**src/rtl/i2cm_pkg.sv**
```systemverilog
// Shared types and constants for the I2C master byte engine.
`timescale 1ns / 1ps

package i2cm_pkg;

   // Register reset values
   localparam logic [15:0] UNIT_TICKS_RESET = 16'd16;
   localparam logic [7:0]  ACK_WAIT_RESET   = 8'd36;

   // Configuration register indexes
   localparam logic CSR_UNIT_TICKS = 1'b0;
   localparam logic CSR_ACK_WAIT   = 1'b1;

   // Default depth of the queue between front and back
   localparam int I2CM_QUEUE_DEPTH = 2;

   // Raw command codes on the request channel
   localparam logic [2:0] CODE_NONE  = 3'd0;
   localparam logic [2:0] CODE_TAKE  = 3'd1;
   localparam logic [2:0] CODE_START = 3'd2;
   localparam logic [2:0] CODE_STOP  = 3'd3;
   localparam logic [2:0] CODE_WRITE = 3'd4;
   localparam logic [2:0] CODE_READ  = 3'd5;

   // Classified command carried through the queue
   typedef enum logic [2:0] {
      KIND_NONE,
      KIND_TAKE,
      KIND_START,
      KIND_STOP,
      KIND_WRITE,
      KIND_READ,
      KIND_UNKNOWN
   } cmd_type;

   typedef struct packed {
      cmd_type    kind;
      logic [7:0] write_data;
      logic       send_ack;
      logic       sda_in;
   } item_type;

endpackage

```
**src/rtl/i2cm_if.sv**
```systemverilog
// Request and response channel interfaces of the I2C master byte engine.
`timescale 1ns / 1ps

interface i2cm_req_if;
   logic       valid;
   logic       ready;
   logic [2:0] command;
   logic [7:0] write_data;
   logic       send_ack;
   logic       sda_in;

   modport source (output valid, command, write_data, send_ack, sda_in, input ready);
   modport sink   (input valid, command, write_data, send_ack, sda_in, output ready);
endinterface

interface i2cm_rsp_if;
   logic       valid;
   logic       ready;
   logic       scl_level;
   logic       sda_level;
   logic       pins_driven;
   logic       busy_res;
   logic       done_res;
   logic [7:0] read_byte;
   logic       ack_seen;
   logic       rejected;

   modport source (output valid, scl_level, sda_level, pins_driven, busy_res, done_res,
                   read_byte, ack_seen, rejected, input ready);
   modport sink   (input valid, scl_level, sda_level, pins_driven, busy_res, done_res,
                   read_byte, ack_seen, rejected, output ready);
endinterface

```
**src/rtl/i2c_master_byte_engine_core.sv**
```systemverilog
// Top level of the I2C master byte engine: front queue feeding the bus timing engine.
//
//   channel   dir  handshake      beat contents
//   req_chan  in   valid/ready    command, write_data, send_ack, sda_in (one bus tick)
//   rsp_chan  out  valid/ready    scl/sda levels, pins_driven, busy, done, read_byte,
//                                 ack_seen, rejected
//   csr_*     in   csr_we         csr_index selects unit_ticks or ack_wait_limit
//
// One tick is taken per cycle while the queue has room; each tick gives one response beat,
// registered first in the queue and then by the engine step into the response register.
// Throughput is one beat per cycle while the response is taken or its slot is free.
// Reset is synchronous and active high; it empties the queue and idles the bus.
// A stalled response stops the engine; the queue keeps taking ticks until full.
`timescale 1ns / 1ps

module i2c_master_byte_engine_core import i2cm_pkg::*; #(
   parameter int QUEUE_DEPTH = I2CM_QUEUE_DEPTH
) (
   input  logic        clock,
   input  logic        reset,
   i2cm_req_if.sink    req_chan,
   i2cm_rsp_if.source  rsp_chan,
   input  logic        csr_we,
   input  logic        csr_index,
   input  logic [15:0] csr_wdata
);

   logic     q_valid;
   item_type q_item;
   logic     q_pop;

   i2cm_front #(
      .DEPTH (QUEUE_DEPTH)
   ) u_front (
      .clock    (clock),
      .reset    (reset),
      .req_chan (req_chan),
      .q_valid  (q_valid),
      .q_item   (q_item),
      .q_pop    (q_pop)
   );

   i2cm_back u_back (
      .clock     (clock),
      .reset     (reset),
      .q_valid   (q_valid),
      .q_item    (q_item),
      .q_pop     (q_pop),
      .csr_we    (csr_we),
      .csr_index (csr_index),
      .csr_wdata (csr_wdata),
      .rsp_chan  (rsp_chan)
   );

endmodule

```
**src/rtl/i2cm_front.sv**
```systemverilog
// Front end: accepts request beats, classifies the command, queues the tick.
`timescale 1ns / 1ps

module i2cm_front import i2cm_pkg::*; #(
   parameter int DEPTH = I2CM_QUEUE_DEPTH
) (
   input  logic     clock,
   input  logic     reset,
   i2cm_req_if.sink req_chan,
   output logic     q_valid,
   output item_type q_item,
   input  logic     q_pop
);

   localparam int PTR_W = (DEPTH > 1) ? $clog2(DEPTH) : 1;
   localparam int CNT_W = $clog2(DEPTH + 1);
   localparam logic [PTR_W-1:0] LAST_PTR  = PTR_W'(DEPTH - 1);
   localparam logic [CNT_W-1:0] FULL_CNT  = CNT_W'(DEPTH);

   item_type         queue_mem_ff [DEPTH];
   logic [PTR_W-1:0] wr_ptr_ff, wr_ptr_in;
   logic [PTR_W-1:0] rd_ptr_ff, rd_ptr_in;
   logic [CNT_W-1:0] count_ff, count_in;
   logic             push;
   logic             pop;
   item_type         new_item;

   function automatic cmd_type classify(input logic [2:0] code);
      cmd_type kind;
      case (code)
         CODE_NONE:  kind = KIND_NONE;
         CODE_TAKE:  kind = KIND_TAKE;
         CODE_START: kind = KIND_START;
         CODE_STOP:  kind = KIND_STOP;
         CODE_WRITE: kind = KIND_WRITE;
         CODE_READ:  kind = KIND_READ;
         default:    kind = KIND_UNKNOWN;
      endcase
      return kind;
   endfunction

   // Classify the incoming beat
   always_comb begin
      new_item.kind       = classify(req_chan.command);
      new_item.write_data = req_chan.write_data;
      new_item.send_ack   = req_chan.send_ack;
      new_item.sda_in     = req_chan.sda_in;
   end

   assign req_chan.ready = (count_ff != FULL_CNT);
   assign push           = req_chan.valid && req_chan.ready;
   assign q_valid        = (count_ff != '0);
   assign pop            = q_pop && q_valid;
   assign q_item         = queue_mem_ff[rd_ptr_ff];

   // Advance pointers and fill count
   always_comb begin
      wr_ptr_in = wr_ptr_ff;
      rd_ptr_in = rd_ptr_ff;
      count_in  = count_ff;
      if (push) begin
         wr_ptr_in = (wr_ptr_ff == LAST_PTR) ? '0 : wr_ptr_ff + 1'b1;
      end
      if (pop) begin
         rd_ptr_in = (rd_ptr_ff == LAST_PTR) ? '0 : rd_ptr_ff + 1'b1;
      end
      if (push && !pop) begin
         count_in = count_ff + 1'b1;
      end else if (pop && !push) begin
         count_in = count_ff - 1'b1;
      end
   end

   always_ff @(posedge clock) begin
      if (reset) begin
         wr_ptr_ff <= '0;
         rd_ptr_ff <= '0;
         count_ff  <= '0;
      end else begin
         wr_ptr_ff <= wr_ptr_in;
         rd_ptr_ff <= rd_ptr_in;
         count_ff  <= count_in;
      end
   end

   // Store the classified beat
   always_ff @(posedge clock) begin
      if (push) begin
         queue_mem_ff[wr_ptr_ff] <= new_item;
      end
   end

endmodule

```
**src/rtl/i2cm_back.sv**
```systemverilog
// Back end: bus timing engine, configuration registers and response stage.
`timescale 1ns / 1ps

module i2cm_back import i2cm_pkg::*; (
   input  logic          clock,
   input  logic          reset,
   input  logic          q_valid,
   input  item_type      q_item,
   output logic          q_pop,
   input  logic          csr_we,
   input  logic          csr_index,
   input  logic [15:0]   csr_wdata,
   i2cm_rsp_if.source    rsp_chan
);

   typedef enum logic [14:0] {
      PH_IDLE   = 15'b000000000000001,
      PH_STA_A  = 15'b000000000000010,
      PH_STA_B  = 15'b000000000000100,
      PH_STA_C  = 15'b000000000001000,
      PH_STO_A  = 15'b000000000010000,
      PH_STO_B  = 15'b000000000100000,
      PH_STO_C  = 15'b000000001000000,
      PH_W_HI   = 15'b000000010000000,
      PH_W_LO   = 15'b000000100000000,
      PH_A_WAIT = 15'b000001000000000,
      PH_A_HOLD = 15'b000010000000000,
      PH_A_LO   = 15'b000100000000000,
      PH_R_HI   = 15'b001000000000000,
      PH_R_LO   = 15'b010000000000000,
      PH_R_TAIL = 15'b100000000000000
   } phase_type;

   // Units per phase: start and stop use long setup phases
   function automatic logic [7:0] phase_units(input phase_type ph);
      logic [7:0] units;
      case (ph)
         PH_STA_A, PH_STA_B, PH_STO_A, PH_STO_B: units = 8'd3;
         default:                                units = 8'd1;
      endcase
      return units;
   endfunction

   logic [15:0] unit_ticks_ff;
   logic [7:0]  ack_wait_ff;

   phase_type   phase_ff, phase_in;
   logic [3:0]  bit_count_ff, bit_count_in;
   logic [15:0] unit_count_ff, unit_count_in;
   logic [7:0]  wait_count_ff, wait_count_in;
   logic [7:0]  shift_ff, shift_in;
   logic        scl_ff, scl_in;
   logic        sda_ff, sda_in;
   logic        drive_ff, drive_in;
   logic        ack_mode_ff, ack_mode_in;
   logic        ack_ff, ack_in;
   logic [7:0]  read_ff, read_in;
   logic        ack_out_ff, ack_out_in;
   logic        done_ff, done_in;
   logic        rej_ff, rej_in;
   logic        rsp_valid_ff, rsp_valid_in;

   logic        pop;
   logic [15:0] t_eff;
   logic [7:0]  lim_eff;
   logic [15:0] uc_inc;
   logic [7:0]  wc_inc;
   logic [3:0]  bc_inc;
   logic [7:0]  shifted;
   logic        unit_done;
   logic        go;
   phase_type   go_phase;
   logic        go_scl;
   logic        go_sda;

   // Take a queued tick when the response slot is free or being drained
   assign pop   = q_valid && (!rsp_valid_ff || rsp_chan.ready);
   assign q_pop = pop;

   assign t_eff     = (unit_ticks_ff == '0) ? 16'd1 : unit_ticks_ff;
   assign lim_eff   = (ack_wait_ff == '0) ? 8'd1 : ack_wait_ff;
   assign uc_inc    = unit_count_ff + 16'd1;
   assign wc_inc    = wait_count_ff + 8'd1;
   assign bc_inc    = bit_count_ff + 4'd1;
   assign shifted   = {shift_ff[6:0], 1'b0};
   assign unit_done = (uc_inc >= t_eff);

   // Step the engine by one tick
   always_comb begin
      phase_in      = phase_ff;
      bit_count_in  = bit_count_ff;
      unit_count_in = unit_count_ff;
      wait_count_in = wait_count_ff;
      shift_in      = shift_ff;
      scl_in        = scl_ff;
      sda_in        = sda_ff;
      drive_in      = drive_ff;
      ack_mode_in   = ack_mode_ff;
      ack_in        = ack_ff;
      read_in       = read_ff;
      ack_out_in    = ack_out_ff;
      done_in       = 1'b0;
      rej_in        = 1'b0;
      go            = 1'b0;
      go_phase      = PH_IDLE;
      go_scl        = scl_ff;
      go_sda        = sda_ff;

      if (phase_ff == PH_IDLE) begin
         case (q_item.kind)
            KIND_TAKE: begin
               scl_in   = 1'b1;
               sda_in   = 1'b1;
               drive_in = 1'b1;
               done_in  = 1'b1;
            end
            KIND_START: begin
               drive_in = 1'b1;
               go = 1'b1; go_phase = PH_STA_A; go_scl = 1'b1; go_sda = 1'b1;
            end
            KIND_STOP: begin
               go = 1'b1; go_phase = PH_STO_A; go_sda = 1'b0;
            end
            KIND_WRITE: begin
               shift_in     = q_item.write_data;
               bit_count_in = '0;
               ack_mode_in  = 1'b0;
               go = 1'b1; go_phase = PH_W_HI; go_scl = 1'b1; go_sda = q_item.write_data[7];
            end
            KIND_READ: begin
               shift_in     = '0;
               bit_count_in = '0;
               ack_mode_in  = 1'b0;
               ack_out_in   = q_item.send_ack;
               go = 1'b1; go_phase = PH_R_HI; go_scl = 1'b1; go_sda = 1'b1;
            end
            default: begin
            end
         endcase
      end else begin
         rej_in = (q_item.kind != KIND_NONE);
         if (phase_ff == PH_A_WAIT) begin
            // Watch for the acknowledge on every tick, give up after the limit
            if (!q_item.sda_in) begin
               ack_in = 1'b1;
               go = 1'b1; go_phase = PH_A_HOLD; go_scl = 1'b1; go_sda = 1'b1;
            end else begin
               unit_count_in = unit_done ? '0 : uc_inc;
               wait_count_in = unit_done ? wc_inc : wait_count_ff;
               if (unit_done && wc_inc >= lim_eff) begin
                  ack_in = 1'b0;
                  go = 1'b1; go_phase = PH_A_HOLD; go_scl = 1'b1; go_sda = 1'b1;
               end
            end
         end else begin
            unit_count_in = unit_done ? '0 : uc_inc;
            wait_count_in = unit_done ? wc_inc : wait_count_ff;
            if (unit_done && wc_inc >= phase_units(phase_ff)) begin
               go = 1'b1;
               case (phase_ff)
                  PH_STA_A: begin go_phase = PH_STA_B; go_sda = 1'b0; end
                  PH_STA_B: begin go_phase = PH_STA_C; go_scl = 1'b0; end
                  PH_STO_A: begin go_phase = PH_STO_B; go_scl = 1'b1; end
                  PH_STO_B: begin go_phase = PH_STO_C; go_sda = 1'b1; end
                  PH_STO_C: begin
                     drive_in = 1'b0;
                     done_in  = 1'b1;
                  end
                  PH_W_HI: begin go_phase = PH_W_LO; go_scl = 1'b0; end
                  PH_W_LO: begin
                     if (ack_mode_ff) begin
                        go_phase = PH_R_TAIL;
                     end else begin
                        bit_count_in = bc_inc;
                        shift_in     = shifted;
                        if (bc_inc >= 4'd8) begin
                           go_phase = PH_A_WAIT; go_scl = 1'b1; go_sda = 1'b1;
                        end else begin
                           go_phase = PH_W_HI; go_scl = 1'b1; go_sda = shifted[7];
                        end
                     end
                  end
                  PH_A_HOLD: begin go_phase = PH_A_LO; go_scl = 1'b0; end
                  PH_R_HI: begin
                     shift_in = {shift_ff[6:0], q_item.sda_in};
                     go_phase = PH_R_LO; go_scl = 1'b0;
                  end
                  PH_R_LO: begin
                     bit_count_in = bc_inc;
                     if (bc_inc >= 4'd8) begin
                        read_in     = shift_ff;
                        ack_mode_in = 1'b1;
                        go_phase = PH_W_HI; go_scl = 1'b1; go_sda = !ack_out_ff;
                     end else begin
                        go_phase = PH_R_HI; go_scl = 1'b1; go_sda = 1'b1;
                     end
                  end
                  PH_R_TAIL: begin
                     ack_mode_in = 1'b0;
                     done_in     = 1'b1;
                  end
                  default: begin
                     // end of start, end of acknowledge low phase
                     done_in = 1'b1;
                  end
               endcase
            end
         end
      end

      // Enter the next phase: restart the counters and set the pins
      if (go) begin
         phase_in      = go_phase;
         unit_count_in = '0;
         wait_count_in = '0;
         scl_in        = go_scl;
         sda_in        = go_sda;
      end
   end

   assign rsp_valid_in = pop || (rsp_valid_ff && !rsp_chan.ready);

   // Hold engine state between taken ticks
   always_ff @(posedge clock) begin
      if (reset) begin
         phase_ff      <= PH_IDLE;
         bit_count_ff  <= '0;
         unit_count_ff <= '0;
         wait_count_ff <= '0;
         shift_ff      <= '0;
         scl_ff        <= 1'b1;
         sda_ff        <= 1'b1;
         drive_ff      <= 1'b0;
         ack_mode_ff   <= 1'b0;
         ack_ff        <= 1'b0;
         read_ff       <= '0;
         ack_out_ff    <= 1'b0;
         done_ff       <= 1'b0;
         rej_ff        <= 1'b0;
         rsp_valid_ff  <= 1'b0;
      end else begin
         rsp_valid_ff <= rsp_valid_in;
         if (pop) begin
            phase_ff      <= phase_in;
            bit_count_ff  <= bit_count_in;
            unit_count_ff <= unit_count_in;
            wait_count_ff <= wait_count_in;
            shift_ff      <= shift_in;
            scl_ff        <= scl_in;
            sda_ff        <= sda_in;
            drive_ff      <= drive_in;
            ack_mode_ff   <= ack_mode_in;
            ack_ff        <= ack_in;
            read_ff       <= read_in;
            ack_out_ff    <= ack_out_in;
            done_ff       <= done_in;
            rej_ff        <= rej_in;
         end
      end
   end

   // Configuration writes
   always_ff @(posedge clock) begin
      if (reset) begin
         unit_ticks_ff <= UNIT_TICKS_RESET;
         ack_wait_ff   <= ACK_WAIT_RESET;
      end else if (csr_we) begin
         case (csr_index)
            CSR_UNIT_TICKS: unit_ticks_ff <= csr_wdata;
            CSR_ACK_WAIT:   ack_wait_ff   <= csr_wdata[7:0];
            default: begin
            end
         endcase
      end
   end

   // Response beat reflects state after the last taken tick
   assign rsp_chan.valid       = rsp_valid_ff;
   assign rsp_chan.scl_level   = scl_ff;
   assign rsp_chan.sda_level   = sda_ff;
   assign rsp_chan.pins_driven = drive_ff;
   assign rsp_chan.busy_res    = (phase_ff != PH_IDLE);
   assign rsp_chan.done_res    = done_ff;
   assign rsp_chan.read_byte   = read_ff;
   assign rsp_chan.ack_seen    = ack_ff;
   assign rsp_chan.rejected    = rej_ff;

   // A completed command leaves the engine idle
   a_done_idle: assert property (@(posedge clock) disable iff (reset)
      rsp_valid_ff && done_ff |-> phase_ff == PH_IDLE)
      else $error("done pulsed while a phase is still running");

   // A tick taken while idle is never rejected
   a_idle_no_reject: assert property (@(posedge clock) disable iff (reset)
      pop && phase_ff == PH_IDLE |=> !rej_ff)
      else $error("command rejected while idle");

   // Bit counter stops at a full byte
   a_bit_range: assert property (@(posedge clock) disable iff (reset)
      bit_count_ff <= 4'd8)
      else $error("bit counter ran past a byte");

   // Tick counter stays inside one delay unit
   a_unit_range: assert property (@(posedge clock) disable iff (reset)
      unit_count_ff < t_eff)
      else $error("tick counter outside delay unit");

endmodule

```
**src/flat_wrapper.sv**
```systemverilog
// flat-port wrapper written by rule: the top's interface ports become plain ports
module i2c_master_byte_engine_core_flat import i2cm_pkg::*;
#(
   parameter int QUEUE_DEPTH = I2CM_QUEUE_DEPTH
)
  (clock, reset, csr_we, csr_index, csr_wdata, req_chan_valid, req_chan_command, req_chan_write_data, req_chan_send_ack, req_chan_sda_in, req_chan_ready, rsp_chan_valid, rsp_chan_scl_level, rsp_chan_sda_level, rsp_chan_pins_driven, rsp_chan_busy_res, rsp_chan_done_res, rsp_chan_read_byte, rsp_chan_ack_seen, rsp_chan_rejected, rsp_chan_ready);
  i2cm_req_if req_chan_i ();
  i2cm_rsp_if rsp_chan_i ();
  input  logic clock;
  input  logic reset;
  input  logic csr_we;
  input  logic csr_index;
  input  logic [15:0] csr_wdata;
  input wire logic [$bits(req_chan_i.valid)-1:0] req_chan_valid;
  input wire logic [$bits(req_chan_i.command)-1:0] req_chan_command;
  input wire logic [$bits(req_chan_i.write_data)-1:0] req_chan_write_data;
  input wire logic [$bits(req_chan_i.send_ack)-1:0] req_chan_send_ack;
  input wire logic [$bits(req_chan_i.sda_in)-1:0] req_chan_sda_in;
  output wire logic [$bits(req_chan_i.ready)-1:0] req_chan_ready;
  output wire logic [$bits(rsp_chan_i.valid)-1:0] rsp_chan_valid;
  output wire logic [$bits(rsp_chan_i.scl_level)-1:0] rsp_chan_scl_level;
  output wire logic [$bits(rsp_chan_i.sda_level)-1:0] rsp_chan_sda_level;
  output wire logic [$bits(rsp_chan_i.pins_driven)-1:0] rsp_chan_pins_driven;
  output wire logic [$bits(rsp_chan_i.busy_res)-1:0] rsp_chan_busy_res;
  output wire logic [$bits(rsp_chan_i.done_res)-1:0] rsp_chan_done_res;
  output wire logic [$bits(rsp_chan_i.read_byte)-1:0] rsp_chan_read_byte;
  output wire logic [$bits(rsp_chan_i.ack_seen)-1:0] rsp_chan_ack_seen;
  output wire logic [$bits(rsp_chan_i.rejected)-1:0] rsp_chan_rejected;
  input wire logic [$bits(rsp_chan_i.ready)-1:0] rsp_chan_ready;
  assign req_chan_i.valid = req_chan_valid;
  assign req_chan_i.command = req_chan_command;
  assign req_chan_i.write_data = req_chan_write_data;
  assign req_chan_i.send_ack = req_chan_send_ack;
  assign req_chan_i.sda_in = req_chan_sda_in;
  assign req_chan_ready = req_chan_i.ready;
  assign rsp_chan_valid = rsp_chan_i.valid;
  assign rsp_chan_scl_level = rsp_chan_i.scl_level;
  assign rsp_chan_sda_level = rsp_chan_i.sda_level;
  assign rsp_chan_pins_driven = rsp_chan_i.pins_driven;
  assign rsp_chan_busy_res = rsp_chan_i.busy_res;
  assign rsp_chan_done_res = rsp_chan_i.done_res;
  assign rsp_chan_read_byte = rsp_chan_i.read_byte;
  assign rsp_chan_ack_seen = rsp_chan_i.ack_seen;
  assign rsp_chan_rejected = rsp_chan_i.rejected;
  assign rsp_chan_i.ready = rsp_chan_ready;
  i2c_master_byte_engine_core #(.QUEUE_DEPTH(QUEUE_DEPTH)) u_core (.clock(clock), .reset(reset), .req_chan(req_chan_i), .rsp_chan(rsp_chan_i), .csr_we(csr_we), .csr_index(csr_index), .csr_wdata(csr_wdata));
endmodule
```
**config.mk**
```make
export PLATFORM = sky130hd
export DESIGN_NAME = i2c_master_byte_engine_core_flat
export DESIGN_NICKNAME = d
export VERILOG_FILES = /design/src/rtl/i2cm_pkg.sv /design/src/rtl/i2cm_if.sv /design/src/rtl/i2c_master_byte_engine_core.sv /design/src/rtl/i2cm_front.sv /design/src/rtl/i2cm_back.sv /design/src/flat_wrapper.sv
export SDC_FILE = /design/constraint.sdc
export NUM_CORES = 1
export LEC_CHECK = 0
export BUFFER_PORTS_ARGS = -buffer_cell sky130_fd_sc_hd__buf_4
export CAP_MARGIN = 0
export CELL_PAD_IN_SITES_DETAIL_PLACEMENT = 0
export CELL_PAD_IN_SITES_GLOBAL_PLACEMENT = 1
export CORE_UTILIZATION = 50
export DETAILED_ROUTE_END_ITERATION = 7
export PLACE_DENSITY = 0.88
export SYNTH_ARGS = -nofsm -noshare
export SYNTH_HDL_FRONTEND = slang
export SYNTH_SLANG_ARGS = --single-unit
```
**constraint.sdc**
```tcl
create_clock -name clock -period 9.8 [get_ports clock]
set_clock_uncertainty 0.15 [all_clocks]
set_input_delay 1.96 -clock clock [delete_from_list [all_inputs] [get_ports clock]]
set_output_delay 1.96 -clock clock [all_outputs]
set_load 0.005 [all_outputs]
```
==> impl_summary.md <==
Cells and area
The final layout net count is just under 900. The count of antenna diodes in the layout is 0. From synthesis to final layout, the design area changed by 15.7%. The non-filler instance count after layout is roughly 1000. The proportion of layout cells with a drive suffix above 1 is between 10% and 20%.

Clocking
The clock tree from TritonCTS is yes. The number of clock buffers inserted by TritonCTS is 17. The number of setup buffers added after CTS is 0. The root buffer cell is sky130_fd_sc_hd__clkbuf_16.

CTS saw about 120 sinks. The worst-skew pair later-pin latency is between 0.4 and 0.5 ns. Clock-pin slew was measured on the worst setup and hold paths at 0.06 ns.

In this run the deepest clock path goes through 2 buffers. The clock tree synthesis step divided the H-tree into 4 levels. The number of gates resized after CTS is 0.

The number of hold buffers added after cts is 0.

Synthesis
The leading area contributor after synthesis is sky130_fd_sc_hd__dfxtp_1. The average instance in the mapped netlist occupies about 8.8 sq um. The sequential fraction of the synthesis area is 39.9%. The share of flip-flops with an asynchronous set or reset after synthesis is 0%.

The most common cell in the synthesized netlist is sky130_fd_sc_hd__nand2_1. The netlist uses 78 different library cells. The cell count after synthesis came out at around 780. After synthesis, the cell types taking the most area are sky130_fd_sc_hd__dfxtp_1 28%, sky130_fd_sc_hd__edfxtp_1 11%, sky130_fd_sc_hd__nand2_1 5.5%, sky130_fd_sc_hd__ha_1 5.1%, sky130_fd_sc_hd__mux2i_1 4.3%. The share of synthesized area in the top cell type comes to 28.5%. For this run, the leading register cell type out of synthesis is sky130_fd_sc_hd__dfxtp_1. Counting instances in the post-synthesis netlist gives the leading cell types as 100 x sky130_fd_sc_hd__nand2_1, 97 x sky130_fd_sc_hd__dfxtp_1, 59 x sky130_fd_sc_hd__nor2_1. The yosys synthesis warning count is 0. The number of nets produced by synthesis is 840.

The synthesized netlist occupies a cell area of approximately 6800 sq um. The count of flip-flops with a built-in enable after synthesis is 26. The number of storage elements in the synthesis netlist is between 100 and 150.

Setup path
The endpoint of the most critical register-to-register path is u_core.u_back.shift_ff[1]$_SDFFE_PP0P_. The cell that appears most often on the critical path is sky130_fd_sc_hd__nand3_1. The kind of cell with the highest combined delay along the critical path is simple AND/OR/NAND/NOR gates. The worst endpoint data arrival time is between 5 and 6 ns.

The source of the worst register-to-register timing path is u_core.u_back.unit_count_ff[2]$_SDFFE_PP0P_. The worst setup path is captured at a flop. In this run the worst path has a maximum fanout of 10. The cell with the largest stage delay on the worst path is sky130_fd_sc_hd__nor4_1. For the worst flop-to-flop path, the logic depth is 14. Together, buffers and inverters on the worst path number 0. Setup slack on the worst reg-to-reg path comes out at between 4 and 5 ns. Walking the worst path, the cells encountered are nand3_1 -> nor4_1 -> and3_1 -> and3_1 -> nand3_1 -> xnor2_1 -> ha_1 -> nand4_1 -> or3_1 -> a311o_1 -> nand3_1 -> a31o_1 -> and2_0 -> o21a_1. STA puts the critical path data required time at between 10 and 15 ns. The highest cell delay on the worst timing path is between 0.5 and 0.6 ns. The worst setup path is launched from a flop. The kind of critical path is reg -> reg.

Timing
The max-slew violation total from the final report is 0. The final number of hold-violating endpoints was 0. The worst hold margin is a little over 0.3 ns. Setup repair after global routing left no endpoint under its margin. The setup TNS is 0 ns.

The post-route clock period utilization is approximately 49%. Based on the critical path, the design can be clocked at up to just over 200 MHz. The post-route minimum period is around 4.8 ns. For the pin with the worst max-slew slack, the measured transition is about 1.1 ns. The number of setup violations in the final report is 0. The worst slew slack as a fraction of its limit is between 20% and 30%.

Global route
For this run the aggregate overflow at the end of global routing stands at 0. The initial antenna violation count is 0. The largest net degree at the start of global routing is between 60 and 70. The total routing usage reported by global routing is around 25%. The first global-routing pass estimated 27400 um of wire. The via count of the first global-routing pass is 5754.

Worst hold path
The worst min-delay path startpoint is u_core.u_back.wait_count_ff[7]$_SDFFE_PP0P_. The count of cells along the worst hold path is 2. The sink of the worst hold path is u_core.u_back.wait_count_ff[7]$_SDFFE_PP0P_. The worst hold path belongs to the class reg -> reg.

Outcome
The run finished with clean final reports.

Place
The congestion estimate from routability-driven global placement came to 0.961. Port buffering added 51 buffers. After detailed placement, the design holds a cell count of between 900 and 1k. Once detailed placement completed, the half-perimeter wirelength came to ~12000 um.

Floorplanning
The row count is 42. The width of the chip is approximately 120 um. The count of boundary I/O pins is 52.

The placeable core region is ~13000 sq um. The die height is between 100 and 150 um. The starting density of the core is between 50% and 60%. The floorplan step defined a die boundary enclosing about 14000 sq um.

Pwr
The peak supply drop is just under 200 uV. Summed over all cells, the static leakage comes to approximately 3.1 nW. In this run the power density over the cells is 226 nW/um^2.

Drt
The DRC violations left is 0. The detailed-routing iteration count for the pre-antenna-repair pass is 5. The number of vias per cell is between 5 and 6. The number of vias after detailed routing is a little under 6k. The final routed wire length divided by cell count is about 17 um. The number of nets with antenna violations after detailed routing is 0. The post-detailed-routing wire length is 16600 um. After the first detailed-routing iteration, the DRC count stood at between 500 and 600.

Job
The number of max-cap violations is 0.
## cell type report
class                           count  area [sq um]
Fill cell                        1173          5400
Multi-Input combinational cell    574          3760
Sequential cell                   123          2720
Clock buffer                       20           489
Timing Repair Buffer               55           413
Tap cell                          176           220
Clock inverter                     12           144
Inverter                           38           143
## state kept, by name, summed over array words and instances (netlist names), 2 cells and up, named ones only
name                              flops
u_core.u_back.bit_count_ff            4
u_core.u_back.rsp_chan.read_byte      8
u_core.u_front.count_ff               2
u_core.u_back.unit_ticks_ff          16
u_core.u_back.phase_ff               15
u_core.u_front.queue_mem_ff          26
u_core.u_back.wait_count_ff           8
u_core.u_back.ack_wait_ff             8
u_core.u_back.unit_count_ff          16
u_core.u_back.shift_ff                8
## tightest hold or removal path, stage by stage (launching register included)
cell and delay (ns):
sky130_fd_sc_hd__dfxtp_1 0.31, sky130_fd_sc_hd__nand3_1 0.06, sky130_fd_sc_hd__nand2_1 0.04
## how the worst max path moves through the flow
stage                                                start                                     endpoint  depth (start not counted)
2_1_floorplan  u_core.u_back.unit_count_ff[0]$_SDFFE_PP0P_       u_core.u_back.phase_ff[9]$_SDFFE_PP0P_                         14
3_3_place_gp                                rsp_chan_ready  u_core.u_back.unit_count_ff[5]$_SDFFE_PP0P_                          8
3_5_place_dp                                rsp_chan_ready  u_core.u_back.unit_count_ff[2]$_SDFFE_PP0P_                          8
4_1_cts        u_core.u_back.unit_count_ff[2]$_SDFFE_PP0P_       u_core.u_back.shift_ff[1]$_SDFFE_PP0P_                         14
5_1_grt        u_core.u_back.unit_count_ff[2]$_SDFFE_PP0P_       u_core.u_back.shift_ff[1]$_SDFFE_PP0P_                         14
6_report       u_core.u_back.unit_count_ff[2]$_SDFFE_PP0P_       u_core.u_back.shift_ff[1]$_SDFFE_PP0P_                         14
## layout by cell type, fill, tap and decap left out, types with 3 or more instances in the layout
master,netlist,final
sky130_fd_sc_hd__and4_1,3,3
sky130_fd_sc_hd__nand4b_1,3,3
sky130_fd_sc_hd__a41o_1,3,3
sky130_fd_sc_hd__nand2b_1,6,6
sky130_fd_sc_hd__or4b_2,3,3
sky130_fd_sc_hd__nand3_1,36,36
sky130_fd_sc_hd__ha_1,28,28
sky130_fd_sc_hd__or4_1,6,6
sky130_fd_sc_hd__o21a_1,16,16
sky130_fd_sc_hd__mux2_1,3,3
sky130_fd_sc_hd__nor4_2,3,3
sky130_fd_sc_hd__inv_1,35,35
sky130_fd_sc_hd__inv_6,0,6
sky130_fd_sc_hd__nor2b_1,5,5
sky130_fd_sc_hd__xnor2_1,16,16
sky130_fd_sc_hd__o31a_1,3,3
sky130_fd_sc_hd__nand4_1,25,25
sky130_fd_sc_hd__dfxtp_1,97,97
sky130_fd_sc_hd__nor2_1,59,59
sky130_fd_sc_hd__nand2_1,100,100
sky130_fd_sc_hd__nand3b_1,4,4
sky130_fd_sc_hd__a211oi_1,6,6
sky130_fd_sc_hd__xor2_1,27,27
sky130_fd_sc_hd__mux2i_1,29,29
sky130_fd_sc_hd__edfxtp_1,26,26
sky130_fd_sc_hd__nor4_1,11,11
sky130_fd_sc_hd__o211ai_1,8,8
sky130_fd_sc_hd__and3_1,10,10
sky130_fd_sc_hd__or3_1,8,8
sky130_fd_sc_hd__or2_2,3,3
sky130_fd_sc_hd__a21oi_1,50,50
sky130_fd_sc_hd__buf_4,2,55
sky130_fd_sc_hd__a31oi_1,12,12
sky130_fd_sc_hd__nor3_1,20,20
sky130_fd_sc_hd__clkbuf_16,0,19
sky130_fd_sc_hd__and2_1,3,3
sky130_fd_sc_hd__nor4b_1,5,5
sky130_fd_sc_hd__o21ai_0,12,12
## stage by stage
step | power (mW) | setup slack, ns | cell area (sq um) | utilization, %
after global placement | 1.12 | 4.91 | 7260 | 54.6
after global routing | 1.88 | 4.63 | 7890 | 59.4
after detailed placement | 1.13 | 4.70 | 7260 | 54.6
final | 1.79 | 4.98 | 7890 | 59.4
after floorplan | 0.998 | 5.66 | 6820 | -
after CTS | 1.79 | 4.97 | 7890 | 59.4
## per-layer routing
| layer | part of all wire [%] | up-vias | wire length [um] | track usage (%) |
|---|---|---|---|---|
| li1 | - | 2878 | - | - |
| met1 | 42 | 2749 | 7020 | 28.3 |
| met2 | 49 | 186 | 8130 | 42.4 |
| met3 | 4.6 | 58 | 765 | 5.56 |
| met4 | 4.3 | 0 | 714 | 14.2 |
| met5 | 0 | - | 0 | 0 |
## report_power, final
| part | switching, mW | internal [mW] | leakage, nW | total (mW) |
|---|---|---|---|---|
| clock | 0.242 | 0.417 | 0.310 | 0.659 |
| sequential | 0.0391 | 0.572 | 1.03 | 0.611 |
| combinational | 0.330 | 0.186 | 1.80 | 0.516 |
## kinds of logic (layout without fill, tap and decap cells)
group | count (synthesis) | count (layout) | synth area share (%)
multiplexers | 34 | 34 | 5.08
adder cells (fa/ha/maj) | 28 | 28 | 5.13
buffers and inverters | 80 | 125 | 4.95
flip-flops | 123 | 123 | 39.9
AND/OR/NAND/NOR | 326 | 326 | 25.3
AO/OA/AOI/OAI | 143 | 143 | 14.1
XOR/XNOR | 43 | 43 | 5.52
(Power assumes the default switching activity.)
